--- src/rtl/core/qvr_pkg.sv ---
// ----------------------------------------------------------------------------
// qvr_pkg
// shared types and constants of the quaternion vector rotation pipeline
// ----------------------------------------------------------------------------
package qvr_pkg;

  localparam int unsigned LANES = 3;

  typedef struct packed {
    logic valid;
    logic last;
    logic zero;
  } ctl_t;

endpackage

--- src/rtl/core/qvr_out.sv ---
// ----------------------------------------------------------------------------
// qvr_out
// output stage: signed correction added to the vector, saturation and
// zero-quaternion override, registered result item
// ----------------------------------------------------------------------------
module qvr_out #(
  parameter int unsigned W  = 32,
  parameter int unsigned QW = W + 2
) (
  input  logic                   clk,
  input  logic                   rst,
  input  logic                   en,
  input  qvr_pkg::ctl_t          in_ctl,
  input  logic [QW-1:0]          quot [qvr_pkg::LANES],
  input  logic                   neg [qvr_pkg::LANES],
  input  logic signed [W-1:0]    in_v [qvr_pkg::LANES],
  output logic                   valid,
  output logic signed [W-1:0]    rot [qvr_pkg::LANES],
  output logic                   zero_quat,
  output logic                   saturated,
  output logic                   last
);
  import qvr_pkg::*;

  localparam logic signed [W+2:0] MAXV = signed'({4'b0000, {(W-1){1'b1}}});
  localparam logic signed [W+2:0] MINV = ~MAXV;

  logic signed [W+2:0] sum  [LANES];
  logic signed [W+2:0] dq   [LANES];
  logic signed [W-1:0] rot_next [LANES];
  logic [LANES-1:0]    clip;

  always_comb begin
    for (int l = 0; l < LANES; l++) begin
      dq[l]  = signed'({1'b0, quot[l]});
      sum[l] = signed'({{3{in_v[l][W-1]}}, in_v[l]}) + (neg[l] ? -dq[l] : dq[l]);
      clip[l] = 1'b0;
      if (in_ctl.zero) begin
        rot_next[l] = '0;
      end else if (sum[l] > MAXV) begin
        rot_next[l] = MAXV[W-1:0];
        clip[l]     = 1'b1;
      end else if (sum[l] < MINV) begin
        rot_next[l] = MINV[W-1:0];
        clip[l]     = 1'b1;
      end else begin
        rot_next[l] = sum[l][W-1:0];
      end
    end
  end

  always_ff @(posedge clk) begin
    if (rst) begin
      valid <= 1'b0;
    end else if (en) begin
      valid <= in_ctl.valid;
    end
  end

  always_ff @(posedge clk) begin
    if (en) begin
      rot       <= rot_next;
      zero_quat <= in_ctl.zero;
      saturated <= |clip;
      last      <= in_ctl.last;
    end
  end

endmodule

--- config.mk ---
export PLATFORM = sky130hd
export DESIGN_NAME = qvr_out
export DESIGN_NICKNAME = d
export VERILOG_FILES = /design/src/rtl/core/qvr_pkg.sv /design/src/rtl/core/qvr_out.sv
export SDC_FILE = /design/constraint.sdc
export NUM_CORES = 1
export LEC_CHECK = 0
export BUFFER_PORTS_ARGS = -buffer_cell sky130_fd_sc_hd__buf_2
export CORE_MARGIN = 10
export CORE_UTILIZATION = 42
export DETAILED_ROUTE_END_ITERATION = 7
export PLACE_DENSITY = 0.68
export SLEW_MARGIN = 10
export SYNTH_ARGS = -nofsm -noshare
export SYNTH_HDL_FRONTEND = slang
export SYNTH_SLANG_ARGS = --single-unit
--- constraint.sdc ---
create_clock -name clk -period 16.6 [get_ports clk]
set_clock_uncertainty 0.1 [all_clocks]
set_input_delay 3.32 -clock clk [delete_from_list [all_inputs] [get_ports clk]]
set_output_delay 3.32 -clock clk [all_outputs]
set_load 0.03 [all_outputs]
==> out/results.ini <==
[placed_design]
detailed_place_hpwl_mm=30.4
io_buffers=306
gp_congestion=0.946
dpl_worst_slack_ns=7.23

[final_layout]
diodes=0
seq_area_um2=2990
area_growth_pct=17.5
multi_input_area_um2=8030
n_fill_cell=2659
drive_gt1_share_pct=22.0
utilization_pct=49.9
nets=1909
final_common_cell=buf_2
final_cell_mix=buf_2, xnor2_1, a21oi_1

[floorplan]
initial_core_util_pct=42.5
fp.dieW_um=185
rows=60
die_y_um=185
fp.dieArea_um2=34200
coreArea_um2=26900
io_pins=307

[clock_tree]
htree_levels=3
insertion_delay_ns=0.34
cts_hold_buffers=0
post-cts-setup-buffers=0
cts_tree=built
path_clk_slew_ns=0.07
cts_buffer_depth=2
root_buffer=clkbuf_16
cts-buffers-inserted=9
cts-resized-gates=0
cts_sinks=100

[setup_path]
r2r_end=valid$_SDFFE_PP0P_
rrSetupSlack_ns=15.91
path_max_fanout=31
endpoint_kind=flop
timing.rr.start=valid$_SDFFE_PP0P_
worstPathRequired_ns=16.58
crit_type=primary input to flop
arrival_ns=9.03
ff2ff_path_depth=2
cp-start-kind=primary input

[flow_run]
drv_cap=0

[global_route]
grt_use_met3_pct=4.19
grtUsageMet2_pct=34.7
grt_pass1_vias=11200
grt_pass1_wl_mm=58.4
grt_max_degree=67
met1_usage_pct=26.7
top_usage_layer=met2
grt_usage_pct=20.9
grt_antenna_before_repair=1
grt_overflow=0

[timing]
setup_viol=0
worstMarginPinSlew_ns=1.14
worst_slack_ns=7.56
hold_viol=0
fin_crit_ns=9.04
slew_headroom_pct=24.0
period_share_pct=54.5
holdWs_ns=0.422
fmax_mhz=111
grt_setup_unrepaired=false
setup_tns_ns=0
drv_slew=0

[outcome]
status=finished clean

[power]
irDropWorstVdd_mv=0.0525
leakage_nw=5.84
power_w=0.00126
p_per_area_nw_per_um2=94.0

[synth]
async_flop_share_pct=0
yosys-top-cells-area=edfxtp_1, ha_1, xnor2_1
yosysWarnings=0
syn-cell-area_um2=11400
ys_seq_elements=100
synthFlopType=edfxtp_1
ys_types=77
synthDominantCellAreaShare_pct=26.0
yosysSeqAreaShare_pct=26.2
synth_area_leader_cell=edfxtp_1
synth-edff-count=99
syn_nets=1651
postSynthCellCount=1334
synth_area_per_cell_um2=8.56

[route]
drtIter0Drc=804
drt-total-wl_mm=37.3
wl_per_cell_um=19.3
drc=0
vias=11300
via_per_inst=5.83
first_pass_iters=5
ant_nets=0

[worst_hold_path]
min_from=valid$_SDFFE_PP0P_
hold_path_end=valid$_SDFFE_PP0P_
min_path_cells=2
holdCritPathClass=flop to flop

[per-layer routing]
layer	wire length, um	part of all wire [%]	up-vias
met1	16800	45	5278
met3	2510	6.7	60
li1	-	-	5552
met2	17100	46	414
met4	913	2.4	2
met5	13	0.035	-
[synth_stat cells, types with 15 or more instances]
library cell and count:
a21o_1 81, a21oi_1 128, a31oi_1 16, and3_1 16, clkbuf_1 50, edfxtp_1 99, ha_1 107, inv_1 35
nand2_1 117, nand2b_1 15, nand3_1 30, nand4_1 17, nor2_1 46, nor3_1 15, o21ai_0 123, o31ai_1 36
o41ai_1 15, or3_1 19, or4_1 16, xnor2_1 148, xor2_1 38
[cell families after synthesis]
kind of cell / synth area share [%]
DFF: 26.2
buffers and inverters: 3.54
muxes: 0.438
AOI/OAI and AO/OA: 28.2
xor gates and xnor gates: 14.3
and+or+nand+nor: 15.1
adders and majority gates: 12.2
[power breakdown]
part	internal (W)	switching, W	leakage (nW)
logic	0.000251	0.000436	4.74
clock network	0.000105	0.000109	0.137
registers	0.000346	0.0000160	0.966
[worst max-delay path, stage by stage]
cell and delay [ns]:
buf_2 0.12, or4_1 0.56, or3_1 0.42, or4_1 0.47, nand2b_1 0.23, or3_1 0.46, o41ai_1 0.35, xnor2_1 0.18
ha_1 0.31, and2_1 0.23, and3_1 0.23, nand3_1 0.11, nor2_1 0.06, a211o_1 0.24, or3_1 0.34, a22oi_1 0.17
a211o_1 0.91, or2_1 0.22, o211ai_1 0.09
[area by class of cell]
| class | count | share of cell area (%) |
|---|---|---|
| clock buffers | 9 | 1.68 |
| flip-flops and latches | 100 | 22.3 |
| well taps | 341 | 3.18 |
| repair buffers | 309 | 11.6 |
| multi-input cells | 1137 | 59.8 |
| clock inverters | 7 | 0.447 |
| inverters | 35 | 0.979 |
[worst max path at each step]
| stage | from | endpoint | slack [ns] | depth (start not counted) |
|---|---|---|---|---|
| 2_1_floorplan | quot[17] | rot[10]$_SDFFCE_PP0P_ | 8.22 | 18 |
| 3_3_place_gp | quot[70] | rot[92]$_SDFFCE_PP0P_ | 7.32 | 19 |
| 3_5_place_dp | quot[74] | rot[92]$_SDFFCE_PP0P_ | 7.23 | 19 |
| 4_1_cts | quot[74] | rot[92]$_SDFFCE_PP0P_ | 7.60 | 19 |
| 5_1_grt | quot[70] | rot[92]$_SDFFCE_PP0P_ | 7.17 | 19 |
| 6_report | quot[74] | rot[92]$_SDFFCE_PP0P_ | 7.56 | 19 |
[through the flow]
stage / std cells / area [um2]
global placement: 1922 / 13100
floorplan: 1334 / 11400
detailed placement: 1922 / 13100
CTS: 1938 / 13400
finish: 1938 / 13400
global route: 1938 / 13400
[registers in the layout, summed over array words and instances (netlist names)]
register / flops
saturated: 1
last: 1
valid: 1
zero_quat: 1
rot: 96
Note: power is estimated with default switching activity, not from simulation.
